$ cat src/hw/rtl/brcf_pkg.sv
// Package with the word types, register indexes and code constants of the remap block.
package brcf_pkg;

  // Input word.
  typedef struct packed {
    logic [1:0]  action;
    logic [31:0] buttons;
    logic [31:0] now_ms;
    logic [2:0]  slot_index;
    logic [31:0] slot_mask;
  } in_t;

  // Result word.
  typedef struct packed {
    logic       remap_active;
    logic [5:0] mapped_out;
    logic [2:0] mode_code;
    logic       entered_remap;
    logic       duplicate_press;
    logic       timed_out_flag;
    logic       completed_flag;
  } out_t;

  // Action codes of the input word.
  localparam logic [1:0] ACT_CONNECT    = 2'd0;
  localparam logic [1:0] ACT_FRAME      = 2'd1;
  localparam logic [1:0] ACT_SLOT_WRITE = 2'd2;

  // Mode codes as reported in the result word.
  localparam logic [2:0] MCODE_IDLE       = 3'd0;
  localparam logic [2:0] MCODE_HOLDING    = 3'd1;
  localparam logic [2:0] MCODE_WAITING    = 3'd2;
  localparam logic [2:0] MCODE_COLLECTING = 3'd3;
  localparam logic [2:0] MCODE_DONE       = 3'd4;

  // Configuration register indexes.
  localparam logic [2:0] REG_HOLD_TIME     = 3'd0;
  localparam logic [2:0] REG_IDLE_TIMEOUT  = 3'd1;
  localparam logic [2:0] REG_BOOT_WINDOW   = 3'd2;
  localparam logic [2:0] REG_COMBO_MASK    = 3'd3;
  localparam logic [2:0] REG_SELECT_MASK   = 3'd4;
  localparam logic [2:0] REG_START_MASK    = 3'd5;
  localparam logic [2:0] REG_LOCKED_MASK   = 3'd6;

  // Register reset values.
  localparam logic [15:0] HOLD_TIME_RST    = 16'd2000;
  localparam logic [15:0] IDLE_TIMEOUT_RST = 16'd10000;
  localparam logic [15:0] BOOT_WINDOW_RST  = 16'd5000;

  // Remap state machine, one-hot.
  typedef enum logic [4:0] {
    MODE_IDLE       = 5'b00001,
    MODE_HOLDING    = 5'b00010,
    MODE_WAITING    = 5'b00100,
    MODE_COLLECTING = 5'b01000,
    MODE_DONE       = 5'b10000
  } mode_t;

endpackage

$ cat src/hw/rtl/button_remap_capture_fsm_top.sv
// Button remap capture machine: state update, active table and result buffer.
// Output: a result word is registered in the head register, or in the skid entry while the head is stalled.
// Throughput: one word per cycle while the skid entry is free; the whole update is one pass of logic into the
// result register, and a two-entry result buffer keeps input open while a result waits.
// Reset: synchronous, active low; registers return to their defaults, both tables
// clear, the machine goes idle and the result buffer empties.
module button_remap_capture_fsm_top #(
  parameter int SLOT_COUNT  = 6,
  parameter int BUTTON_BITS = 32
) (
  input  logic                clk,
  input  logic                rst_n,
  input  logic                in_valid,
  output logic                in_ready,
  input  brcf_pkg::in_t       in_data,
  output logic                out_valid,
  input  logic                out_ready,
  output brcf_pkg::out_t      out_data,
  input  logic                cfg_we,
  input  logic [2:0]          cfg_index,
  input  logic [31:0]         cfg_data
);

  localparam int SF_W  = $clog2(SLOT_COUNT + 1);
  localparam int MAP_N = (SLOT_COUNT < 6) ? SLOT_COUNT : 6;

  // Configuration registers.
  logic [15:0] hold_time_r, idle_timeout_r, boot_window_r;
  logic [31:0] combo_mask_r, select_mask_r, start_mask_r, locked_mask_r;

  // Machine state.
  brcf_pkg::mode_t        mode_r, mode_nxt;
  logic                   boot_closed_r, boot_closed_nxt;
  logic [31:0]            connect_time_r, connect_time_nxt;
  logic [31:0]            last_act_r, last_act_nxt;
  logic [31:0]            held_trig_r, held_trig_nxt;
  logic [BUTTON_BITS-1:0] prev_btn_r, prev_btn_nxt;
  logic [SF_W-1:0]        slots_filled_r, slots_filled_nxt;
  logic [BUTTON_BITS-1:0] assigned_r, assigned_nxt;
  logic [BUTTON_BITS-1:0] pending_r [SLOT_COUNT];
  logic [BUTTON_BITS-1:0] pending_nxt [SLOT_COUNT];
  logic [BUTTON_BITS-1:0] active_r [SLOT_COUNT];
  logic [BUTTON_BITS-1:0] active_nxt [SLOT_COUNT];
  logic                   timed_out_r, timed_out_nxt;
  logic                   completed_r, completed_nxt;

  // Result buffer: head register and one skid entry.
  brcf_pkg::out_t out_r, skid_r, res;
  logic           out_valid_r, skid_valid_r;

  // Working values for the current word.
  logic                   push, pop;
  logic [BUTTON_BITS-1:0] b, smask, fresh;
  logic [31:0]            bx, dt_act, dt_conn, trig;
  logic                   fresh_single;
  logic                   active_flag, entered_flag, dup_flag;
  logic [5:0]             mapped;

  assign push      = in_valid && in_ready;
  assign pop       = out_valid_r && out_ready;
  assign in_ready  = !skid_valid_r;
  assign out_valid = out_valid_r;
  assign out_data  = out_r;

  assign b       = in_data.buttons[BUTTON_BITS-1:0];
  assign smask   = in_data.slot_mask[BUTTON_BITS-1:0];
  assign bx      = 32'(b);
  assign dt_act  = in_data.now_ms - last_act_r;
  assign dt_conn = in_data.now_ms - connect_time_r;
  assign fresh   = b & ~prev_btn_r;
  assign fresh_single = (fresh != '0) && ((fresh & (fresh - BUTTON_BITS'(1))) == '0);

  // Trigger detection in idle: combo first, then select alone, then start alone.
  always_comb begin
    trig = '0;
    if (combo_mask_r != '0 && (bx & combo_mask_r) == combo_mask_r) begin
      trig = combo_mask_r;
    end else if ((bx & select_mask_r) != '0 && (bx & ~select_mask_r) == '0) begin
      trig = select_mask_r;
    end else if ((bx & start_mask_r) != '0 && (bx & ~start_mask_r) == '0) begin
      trig = start_mask_r;
    end
  end

  // Next state of the remap machine and the tables.
  always_comb begin
    mode_nxt         = mode_r;
    boot_closed_nxt  = boot_closed_r;
    connect_time_nxt = connect_time_r;
    last_act_nxt     = last_act_r;
    held_trig_nxt    = held_trig_r;
    prev_btn_nxt     = prev_btn_r;
    slots_filled_nxt = slots_filled_r;
    assigned_nxt     = assigned_r;
    timed_out_nxt    = timed_out_r;
    completed_nxt    = completed_r;
    pending_nxt      = pending_r;
    active_nxt       = active_r;
    active_flag      = 1'b0;
    entered_flag     = 1'b0;
    dup_flag         = 1'b0;

    case (in_data.action)
      // A connect clears the session but keeps the active table.
      brcf_pkg::ACT_CONNECT: begin
        mode_nxt         = brcf_pkg::MODE_IDLE;
        boot_closed_nxt  = 1'b0;
        connect_time_nxt = in_data.now_ms;
        last_act_nxt     = '0;
        held_trig_nxt    = '0;
        prev_btn_nxt     = '0;
        slots_filled_nxt = '0;
        assigned_nxt     = '0;
        timed_out_nxt    = 1'b0;
        completed_nxt    = 1'b0;
        for (int i = 0; i < SLOT_COUNT; i++) begin
          pending_nxt[i] = '0;
        end
      end

      // Direct write of one active table slot; slots past the table are dropped.
      brcf_pkg::ACT_SLOT_WRITE: begin
        for (int i = 0; i < SLOT_COUNT; i++) begin
          if (in_data.slot_index == 3'(i)) begin
            active_nxt[i] = smask;
          end
        end
      end

      brcf_pkg::ACT_FRAME: begin
        case (mode_r)
          brcf_pkg::MODE_IDLE: begin
            if (!boot_closed_r) begin
              if (trig != '0) begin
                mode_nxt      = brcf_pkg::MODE_HOLDING;
                last_act_nxt  = in_data.now_ms;
                held_trig_nxt = trig;
              end else if (dt_conn > 32'(boot_window_r)) begin
                boot_closed_nxt = 1'b1;
              end
            end
          end

          brcf_pkg::MODE_HOLDING: begin
            if ((bx & held_trig_r) != held_trig_r) begin
              mode_nxt        = brcf_pkg::MODE_IDLE;
              boot_closed_nxt = 1'b1;
              held_trig_nxt   = '0;
            end else if (dt_act >= 32'(hold_time_r)) begin
              mode_nxt         = brcf_pkg::MODE_WAITING;
              last_act_nxt     = in_data.now_ms;
              slots_filled_nxt = '0;
              assigned_nxt     = '0;
              for (int i = 0; i < SLOT_COUNT; i++) begin
                pending_nxt[i] = '0;
              end
              active_flag  = 1'b1;
              entered_flag = 1'b1;
            end
          end

          brcf_pkg::MODE_WAITING: begin
            if (dt_act > 32'(idle_timeout_r)) begin
              mode_nxt        = brcf_pkg::MODE_IDLE;
              boot_closed_nxt = 1'b1;
              timed_out_nxt   = 1'b1;
            end else begin
              if ((bx & held_trig_r) == '0) begin
                mode_nxt     = brcf_pkg::MODE_COLLECTING;
                prev_btn_nxt = '0;
                last_act_nxt = in_data.now_ms;
                assigned_nxt = '0;
              end
              active_flag = 1'b1;
            end
          end

          brcf_pkg::MODE_COLLECTING: begin
            if (dt_act > 32'(idle_timeout_r)) begin
              mode_nxt        = brcf_pkg::MODE_IDLE;
              boot_closed_nxt = 1'b1;
              timed_out_nxt   = 1'b1;
            end else begin
              active_flag  = 1'b1;
              prev_btn_nxt = b;
              // Only a single new, unlocked press counts.
              if (fresh_single && (32'(fresh) & locked_mask_r) == '0) begin
                last_act_nxt = in_data.now_ms;
                if ((fresh & assigned_r) != '0) begin
                  dup_flag = 1'b1;
                end else begin
                  for (int i = 0; i < SLOT_COUNT; i++) begin
                    if (slots_filled_r == SF_W'(i)) begin
                      pending_nxt[i] = fresh;
                    end
                  end
                  assigned_nxt     = assigned_r | fresh;
                  slots_filled_nxt = slots_filled_r + SF_W'(1);
                  // Last slot captured: commit the pending table.
                  if (slots_filled_r == SF_W'(SLOT_COUNT - 1)) begin
                    active_nxt    = pending_nxt;
                    completed_nxt = 1'b1;
                    mode_nxt      = brcf_pkg::MODE_DONE;
                  end
                end
              end
            end
          end

          default: begin
            mode_nxt        = brcf_pkg::MODE_IDLE;
            boot_closed_nxt = 1'b1;
          end
        endcase
      end

      default: begin
      end
    endcase
  end

  // Mapped output from the updated active table, frames only.
  always_comb begin
    mapped = '0;
    if (in_data.action == brcf_pkg::ACT_FRAME) begin
      for (int i = 0; i < MAP_N; i++) begin
        mapped[i] = (b & active_nxt[i]) != '0;
      end
    end
  end

  // Assemble the result word.
  always_comb begin
    res.remap_active    = active_flag;
    res.mapped_out      = mapped;
    res.entered_remap   = entered_flag;
    res.duplicate_press = dup_flag;
    res.timed_out_flag  = timed_out_nxt;
    res.completed_flag  = completed_nxt;
    case (mode_nxt)
      brcf_pkg::MODE_IDLE:       res.mode_code = brcf_pkg::MCODE_IDLE;
      brcf_pkg::MODE_HOLDING:    res.mode_code = brcf_pkg::MCODE_HOLDING;
      brcf_pkg::MODE_WAITING:    res.mode_code = brcf_pkg::MCODE_WAITING;
      brcf_pkg::MODE_COLLECTING: res.mode_code = brcf_pkg::MCODE_COLLECTING;
      brcf_pkg::MODE_DONE:       res.mode_code = brcf_pkg::MCODE_DONE;
      default:                   res.mode_code = brcf_pkg::MCODE_IDLE;
    endcase
  end

  // Configuration registers.
  always_ff @(posedge clk) begin
    if (!rst_n) begin
      hold_time_r    <= brcf_pkg::HOLD_TIME_RST;
      idle_timeout_r <= brcf_pkg::IDLE_TIMEOUT_RST;
      boot_window_r  <= brcf_pkg::BOOT_WINDOW_RST;
      combo_mask_r   <= '0;
      select_mask_r  <= '0;
      start_mask_r   <= '0;
      locked_mask_r  <= '0;
    end else if (cfg_we) begin
      case (cfg_index)
        brcf_pkg::REG_HOLD_TIME:    hold_time_r    <= cfg_data[15:0];
        brcf_pkg::REG_IDLE_TIMEOUT: idle_timeout_r <= cfg_data[15:0];
        brcf_pkg::REG_BOOT_WINDOW:  boot_window_r  <= cfg_data[15:0];
        brcf_pkg::REG_COMBO_MASK:   combo_mask_r   <= cfg_data;
        brcf_pkg::REG_SELECT_MASK:  select_mask_r  <= cfg_data;
        brcf_pkg::REG_START_MASK:   start_mask_r   <= cfg_data;
        brcf_pkg::REG_LOCKED_MASK:  locked_mask_r  <= cfg_data;
        default: begin
        end
      endcase
    end
  end

  // Machine state registers, updated on every accepted word.
  always_ff @(posedge clk) begin
    if (!rst_n) begin
      mode_r         <= brcf_pkg::MODE_IDLE;
      boot_closed_r  <= 1'b0;
      connect_time_r <= '0;
      last_act_r     <= '0;
      held_trig_r    <= '0;
      prev_btn_r     <= '0;
      slots_filled_r <= '0;
      assigned_r     <= '0;
      timed_out_r    <= 1'b0;
      completed_r    <= 1'b0;
      for (int i = 0; i < SLOT_COUNT; i++) begin
        pending_r[i] <= '0;
        active_r[i]  <= '0;
      end
    end else if (push) begin
      mode_r         <= mode_nxt;
      boot_closed_r  <= boot_closed_nxt;
      connect_time_r <= connect_time_nxt;
      last_act_r     <= last_act_nxt;
      held_trig_r    <= held_trig_nxt;
      prev_btn_r     <= prev_btn_nxt;
      slots_filled_r <= slots_filled_nxt;
      assigned_r     <= assigned_nxt;
      timed_out_r    <= timed_out_nxt;
      completed_r    <= completed_nxt;
      pending_r      <= pending_nxt;
      active_r       <= active_nxt;
    end
  end

  // Two-entry result buffer; the skid entry fills only while the head is stalled.
  always_ff @(posedge clk) begin
    if (!rst_n) begin
      out_valid_r  <= 1'b0;
      skid_valid_r <= 1'b0;
    end else if (!out_valid_r || pop) begin
      if (skid_valid_r) begin
        out_r        <= skid_r;
        out_valid_r  <= 1'b1;
        skid_valid_r <= 1'b0;
      end else begin
        out_valid_r <= push;
        if (push) begin
          out_r <= res;
        end
      end
    end else if (push) begin
      skid_r       <= res;
      skid_valid_r <= 1'b1;
    end
  end

`ifndef ASSERT_OFF
  // The skid entry is never occupied while the head is empty.
  a_skid_behind_head: assert property (@(posedge clk) disable iff (!rst_n)
    skid_valid_r |-> out_valid_r)
    else $error("skid entry holds a word while the head is empty");

  // An accepted word leaves the head register holding a valid word, its own or an older one.
  a_accept_shows: assert property (@(posedge clk) disable iff (!rst_n)
    push |=> out_valid_r)
    else $error("accepted word did not reach the result register");

  // Entering remap is only reported together with the waiting mode and active flag.
  a_entered_waiting: assert property (@(posedge clk) disable iff (!rst_n)
    (out_valid_r && out_r.entered_remap) |->
      (out_r.remap_active && out_r.mode_code == brcf_pkg::MCODE_WAITING))
    else $error("entered_remap reported outside the waiting mode");

  // A duplicate press leaves the machine collecting.
  a_dup_collecting: assert property (@(posedge clk) disable iff (!rst_n)
    (out_valid_r && out_r.duplicate_press) |->
      (out_r.remap_active && out_r.mode_code == brcf_pkg::MCODE_COLLECTING))
    else $error("duplicate press reported outside the collecting mode");
`endif

endmodule
$ cat config.mk
export PLATFORM = sky130hd
export DESIGN_NAME = button_remap_capture_fsm_top
export DESIGN_NICKNAME = d
export VERILOG_FILES = /design/src/hw/rtl/brcf_pkg.sv /design/src/hw/rtl/button_remap_capture_fsm_top.sv
export SDC_FILE = /design/constraint.sdc
export NUM_CORES = 2
export LEC_CHECK = 0
export BUFFER_PORTS_ARGS = -buffer_cell sky130_fd_sc_hd__buf_4
export CAP_MARGIN = 0
export CORE_ASPECT_RATIO = 0.7
export CORE_MARGIN = 1
export CORE_UTILIZATION = 30
export DETAILED_ROUTE_END_ITERATION = 8
export PLACE_DENSITY_LB_ADDON = 0.12
export SYNTH_ARGS = -nofsm -noshare
export SYNTH_HDL_FRONTEND = slang
export SYNTH_SLANG_ARGS = --single-unit
$ cat constraint.sdc
create_clock -name clk -period 7.9 [get_ports clk]
set_clock_uncertainty 0.1 [all_clocks]
set_input_delay 2.37 -clock clk [delete_from_list [all_inputs] [get_ports clk]]
set_output_delay 2.37 -clock clk [all_outputs]
set_load 0.02 [all_outputs]
# Word level (Yosys, flattened, before mapping)
# Cells that the tools add are included.
[word_totals]
ff_bits = 761
output_inout_bits = 16
in_bits = 141
elab_cells = 276
[classes]
n_addsub = 4
bitwise_logic = 22
eq_ne = 44
n_reduce_logical = 51
n_lt_le_gt_ge = 3
n_mux = 107
[ops]
columns = ["cell", "n"]
rows = [
  ["two-way mux 192 bit", 10],
  ["one-hot mux 192 bit (2 select lines)", 3],
  ["two-way mux 32 bit", 34],
  ["bitwise AND 32 bit", 16],
  ["one-hot mux 32 bit (2 select lines)", 6],
  ["nonzero test 32 bit", 12],
  ["zero test 32 bit", 5],
  ["one-hot mux 32 bit (4 select lines)", 1],
  ["NOT 32 bit", 3],
  ["one-hot mux 32 bit (3 select lines)", 1],
  ["greater-than comparator 32 x 16 -> 1 bit", 2],
  ["subtractor 32 bit", 2],
  ["two-way mux 5 bit", 10],
  ["inequality test 3 bit (second input constant)", 11],
  ["equality test 32 bit", 1],
  [">= comparator 32 x 16 -> 1 bit", 1],
  ["inequality test 32 bit", 1],
  ["OR 32 bit", 1],
  ["subtractor 32 x 1 -> 32 bit (second input constant)", 1],
  ["two-way mux 14 bit", 2],
  ["two-way mux 1 bit", 24],
  ["equality test 3 bit (second input constant)", 7],
  ["one-hot mux 5 bit (4 select lines)", 1],
  ["equality test 3 x 2 -> 1 bit (second input constant)", 6],
  ["other kinds (34)", 70],
]

# Logic depth before layout (Yosys ltp)
[logic_depth]
ltp_word = 16
depth_mapped = 27
depth_no_buf = 26

# Least setup slack after synthesis
# Ideal clock, no wire load.
[synth_path]
path_kind = "input to register"
from = "input port in_data[35] (netlist bit)"
to = "register out_r (netlist bit out_data[10]), data pin"
cell_stages = 24
t_arrival_ps = 6945
setup_slack_ps = 567
n_path_buf = 1
required_ps = 7512
setup_time_ps = 288
path_cell_list = "inv_1 -> ha_1 -> fa_1 -> nand2b_1 -> a21o_1 -> nand2_1 -> nor3_1 -> o31ai_1 -> xor2_1 -> ha_1 -> nor2b_1 -> o21ai_0 -> a21oi_1 -> o211ai_1 -> a31oi_1 -> nor3_1 -> nand3_1 -> or4_4 -> buf_6 -> a41oi_2 -> o211ai_1 -> or4_1 -> nor4_2 -> a31oi_1"
[synth_between]
elab_chain_len = 10
[synth_lines]
columns = ["item", "line", "rtl"]
rows = [
  ["from (decl)", "button_remap_capture_fsm_top.sv:15", "input brcf_pkg::in_t in_data,"],
  ["subtractor 32 bit", "button_remap_capture_fsm_top.sv:68", "assign dt_act = in_data.now_ms - last_act_r;"],
  ["greater-than comparator 32 x 16 -> 1 bit", "button_remap_capture_fsm_top.sv:179", "if (dt_act > 32'(idle_timeout_r)) begin"],
  ["two-way mux 192 bit", "button_remap_capture_fsm_top.sv:179", ""],
  ["two-way mux 192 bit", "button_remap_capture_fsm_top.sv:131", "case (mode_r)"],
  ["one-hot mux 192 bit (2 select lines)", "button_remap_capture_fsm_top.sv:103", "case (in_data.action)"],
  ["bitwise AND 32 bit", "button_remap_capture_fsm_top.sv:227", "mapped[i] = (b & active_nxt[i]) != '0;"],
  ["nonzero test 32 bit", "button_remap_capture_fsm_top.sv:227", ""],
  ["two-way mux 6 bit", "button_remap_capture_fsm_top.sv:225", "if (in_data.action == brcf_pkg::ACT_FRAME) begin"],
  ["two-way mux 14 bit", "button_remap_capture_fsm_top.sv:320", "if (push) begin"],
  ["two-way mux 14 bit", "button_remap_capture_fsm_top.sv:314", "if (skid_valid_r) begin"],
  ["to (signal assigned)", "button_remap_capture_fsm_top.sv:315", "out_r <= skid_r;"],
  ["to (signal assigned)", "button_remap_capture_fsm_top.sv:321", "out_r <= res;"],
  ["to (decl)", "button_remap_capture_fsm_top.sv:48", "brcf_pkg::out_t out_r, skid_r, res;"],
]
# Every way passes these cells. The select of a mux whose other input is x is not followed.
# A chain may end at the register's enable or synchronous reset.

# Worst setup path in the final report
[layout_path]
from = "input port in_data[35] (netlist bit)"
to = "register out_r (netlist bit out_data[7]), data pin"
[layout_between]
elab_chain_len = 10
[layout_lines]
columns = ["item", "line", "rtl"]
rows = [
  ["subtractor 32 bit", "button_remap_capture_fsm_top.sv:68", ""],
  ["greater-than comparator 32 x 16 -> 1 bit", "button_remap_capture_fsm_top.sv:179", ""],
  ["two-way mux 192 bit", "button_remap_capture_fsm_top.sv:179", ""],
  ["two-way mux 192 bit", "button_remap_capture_fsm_top.sv:131", ""],
  ["one-hot mux 192 bit (2 select lines)", "button_remap_capture_fsm_top.sv:103", ""],
  ["bitwise AND 32 bit", "button_remap_capture_fsm_top.sv:227", ""],
  ["nonzero test 32 bit", "button_remap_capture_fsm_top.sv:227", ""],
  ["two-way mux 6 bit", "button_remap_capture_fsm_top.sv:225", ""],
  ["via mapped[0]", "button_remap_capture_fsm_top.sv:57", "logic [5:0] mapped;"],
  ["two-way mux 14 bit", "button_remap_capture_fsm_top.sv:320", ""],
  ["two-way mux 14 bit", "button_remap_capture_fsm_top.sv:314", ""],
]
# The timed path passes the listed nets, and every way through them passes these cells. The select of a mux whose other input is x is not followed.

==> results.py <==
metrics = {
    "worst_setup_path": {
        "path_max_fanout": 11,
        "cp.required_ns": 8.27,
        "endpoint_kind": "flop",
        "arrival_ns": 7.87,
        "worst-setup-path-type": "primary input to flop",
        "crit_path_frequent_cell": "buf_4",
        "crit_path_max_incr_delay_ns": 0.56,
        "start_kind": "primary input",
        "critPathSlowestCell": "or4_4",
    },
    "sta": {
        "hold_viol": 0,
        "final_max_slew_viol_count": 9,
        "holdWs_ns": 0.353,
        "rsz0062_at_grt": "false",
        "period_minus_slack_ns": 7.50,
        "max_freq_mhz": 133,
        "finalSetupViolations": 0,
        "slew_headroom_pct": -12.4,
        "timing.final.crit_share_pct": 94.9,
        "setup_tns_ns": 0,
        "tightest_slew_ns": 1.67,
    },
    "layout": {
        "drive_gt1_share_pct": 14.0,
        "fin_nets": 6269,
        "area_delta_synth_final_pct": 19.2,
        "final_cells": 8036,
        "final_common_cell": "nand2_1",
        "post-route-util_pct": 36.3,
        "finalInstanceArea_sq_um": 52300,
        "final_cell_mix": "nand2_1 (853), dfxtp_1 (701), nor2_1 (566)",
    },
    "floorplan": {
        "core_sq_um": 144000,
        "io_pins": 157,
        "num_rows": 116,
        "die_h_um": 322,
        "die_x_um": 459,
        "dieArea_sq_um": 148000,
        "initial_core_util_pct": 30.5,
    },
    "global_route": {
        "grt_max_degree": 155,
        "grtUsageMet3_pct": 13.7,
        "use_met1_pct": 51.5,
        "antenna_found_initial": 28,
        "busiest_layer": "met1",
        "grt_pass1_vias": 44200,
        "grt_overflow_total": 0,
        "grt_util_all_layers_pct": 34.7,
        "grt_pass1_wl_um": 364000,
        "use_met2_pct": 44.6,
    },
    "synthesis": {
        "yosys_warnings": 0,
        "synth-seq-area-share_pct": 33.9,
        "synth_fp_nets": 6095,
        "synthFlopType": "dfxtp_1",
        "ys_top_cells_by_area": "dfxtp_1 (32%), nand2_1 (7.3%), a22oi_1 (7.1%)",
        "synth_edf_count": 28,
        "yosysTopAreaCellShare_pct": 32.0,
        "syn-cell-area_sq_um": 43900,
        "synth_area_per_cell_sq_um": 7.52,
        "synth_async_sr_flop_share_pct": 0,
        "synthCells": 5834,
        "yosysUniqueCellTypes": 105,
        "ys_seq_elements": 729,
        "synth.largest_area_cell": "dfxtp_1",
    },
    "routing": {
        "drc_errors": 0,
        "wl_um": 265000,
        "firstDrtPassIters": 7,
        "drt_iter0_markers": 7825,
        "vias": 49200,
        "drtAntennaViolNets": 0,
        "viasPerCell": 6.12,
        "wire_per_inst_um": 32.9,
    },
    "power_and_ir_drop": {
        "p_int_mw": 6.77,
        "pwr-share-clk_pct": 43.5,
        "p_comb_share_pct": 18.5,
        "power.density_nw_per_um2": 191,
        "p_leak_nw": 18.9,
        "switchingPower_mw": 3.19,
        "p_seq_share_pct": 38.0,
        "p_sw_share_pct": 32.0,
        "peakVddDrop_mv": 0.194,
    },
    "clock_network": {
        "htree_levels": 3,
        "tritoncts": "done",
        "insertion_delay_ns": 0.75,
        "cts_buffer_depth": 3,
        "clkTransAtPathRegs_ns": 0.06,
        "numCtsBuffers": 85,
        "cts_setup_buffers": 0,
        "clock-sinks": 729,
        "cts_root_buf": "clkbuf_16",
    },
    "min_path": {
        "hold_path_class": "flop to flop",
    },
    "placement": {
        "portBuffers": 156,
        "place_inst": 7868,
        "hpwl_um": 199000,
        "place.gp.congestion": 1.03,
        "dpl_cell_area_sq_um": 49300,
    },
    "outcome": {
        "status": "complete, but fails checks",
        "failed_checks": "max-capacitance violations, max-slew violations",
    },
    "flow_run": {
        "drv_cap": 3,
    },
}
[sequential cells by signal, indices dropped and copies added, names as in the netlist, 16 cells and up]
name	flops
connect_time_r	32
prev_btn_r	32
select_mask_r	32
hold_time_r	16
locked_mask_r	32
start_mask_r	32
active_r	192
pending_r	160
boot_window_r	16
assigned_r	32
held_trig_r	32
idle_timeout_r	16
combo_mask_r	32
last_act_r	32
[worst paths after layout]
path / start / end / slack, ns / cells after the start
worst min-delay path: active_r[92] / active_r[92] / 0.35 / 2
worst max-delay path: in_data[35] / out_data[7] / 0.40 / 26
worst min register to register: active_r[92] / active_r[92] / 0.35 / 2
worst max register to register: prev_btn_r[7] / out_data[7] / 1.75 / 17
[cell usage after synthesis (16+ instances only)]
cell / count
nand2_1: 859
dfxtp_1: 701
nor2_1: 575
a21oi_1: 455
a22oi_1: 416
clkbuf_1: 397
o21ai_0: 313
inv_1: 194
a21boi_0: 168
nor2b_1: 129
ha_1: 118
nand2b_1: 117
nand3_1: 105
mux2i_1: 89
nand4_1: 85
and2_1: 72
a31oi_1: 64
buf_2: 56
nor4_1: 56
o22ai_1: 56
nor3_1: 55
o211ai_1: 53
a21o_1: 45
a22o_1: 45
a221oi_1: 34
and3_1: 34
buf_1: 34
mux2_2: 30
xnor2_1: 29
edfxtp_1: 28
o2111ai_1: 28
o21a_1: 28
a221o_1: 27
a222oi_1: 19
o221ai_1: 19
a2bb2oi_1: 16
xor2_1: 16
[metal layers]
layer  wire (um)  vias up
met5         104        -
met4        8650       14
met3       36300      484
met2       97400     3137
met1      122000    24100
li1            -    21400
[worst max-delay path, delay by kind of cell]
kind | cells | cell delay (ns)
AO/OA/AOI/OAI | 8 | 1.70
XOR/XNOR | 1 | 0.17
adder cells (fa/ha/maj) | 3 | 0.91
buffers and inverters | 5 | 0.65
multiplexers | 1 | 0.31
AND/OR/NAND/NOR | 8 | 1.72
[power by group through the flow]
stage | logic, mW | registers, mW | clock network, mW
6_report | 1.84 | 3.79 | 4.33
5_1_grt | 1.90 | 3.79 | 4.53
4_1_cts | 1.77 | 3.79 | 4.38
3_5_place_dp | 1.76 | 3.87 | 0
3_3_place_gp | 1.77 | 3.87 | 0
2_1_floorplan | 0.866 | 3.85 | 0
[logic make-up (layout without fill, tap and decap cells)]
logic type / count (synthesis) / count (layout) / share of synthesized area, %
multiplexers: 119 / 119 / 2.80
buffers and inverters: 699 / 940 / 6.25
AND/OR/NAND/NOR: 2190 / 2190 / 23.1
other: 0 / 14 / 0
adder cells (fa/ha/maj): 120 / 120 / 3.46
AO/OA/AOI/OAI: 1932 / 1932 / 29.6
flip-flops: 729 / 729 / 33.9
XOR/XNOR: 45 / 45 / 0.898
[per-stage QoR]
| step | setup WS [ns] | power, mW |
|---|---|---|
| 2_1_floorplan | 0.567 | 4.72 |
| 3_3_place_gp | -0.241 | 5.64 |
| 3_5_place_dp | -0.296 | 5.63 |
| 4_1_cts | 0.450 | 9.93 |
| 5_1_grt | 0.0341 | 10.2 |
| 6_report | 0.400 | 9.96 |
[final cells by class]
type	instances	area, sq um
timing repair buffer	587	4740
clock buffer	121	2470
sequential	729	14900
inverter	199	754
multi-input combinational	4406	26500
antenna	14	35.0
clock inverter	33	489
fill	15300	91700
tap	1947	2440
[repair_timing]
| action | in CTS | in global routing |
|---|---|---|
| resized for setup | 0 | 2 |
| hold buffers | 0 | 0 |
| setup endpoints to repair | 0 | 3 |
Note: power is estimated with default switching activity, not from simulation.
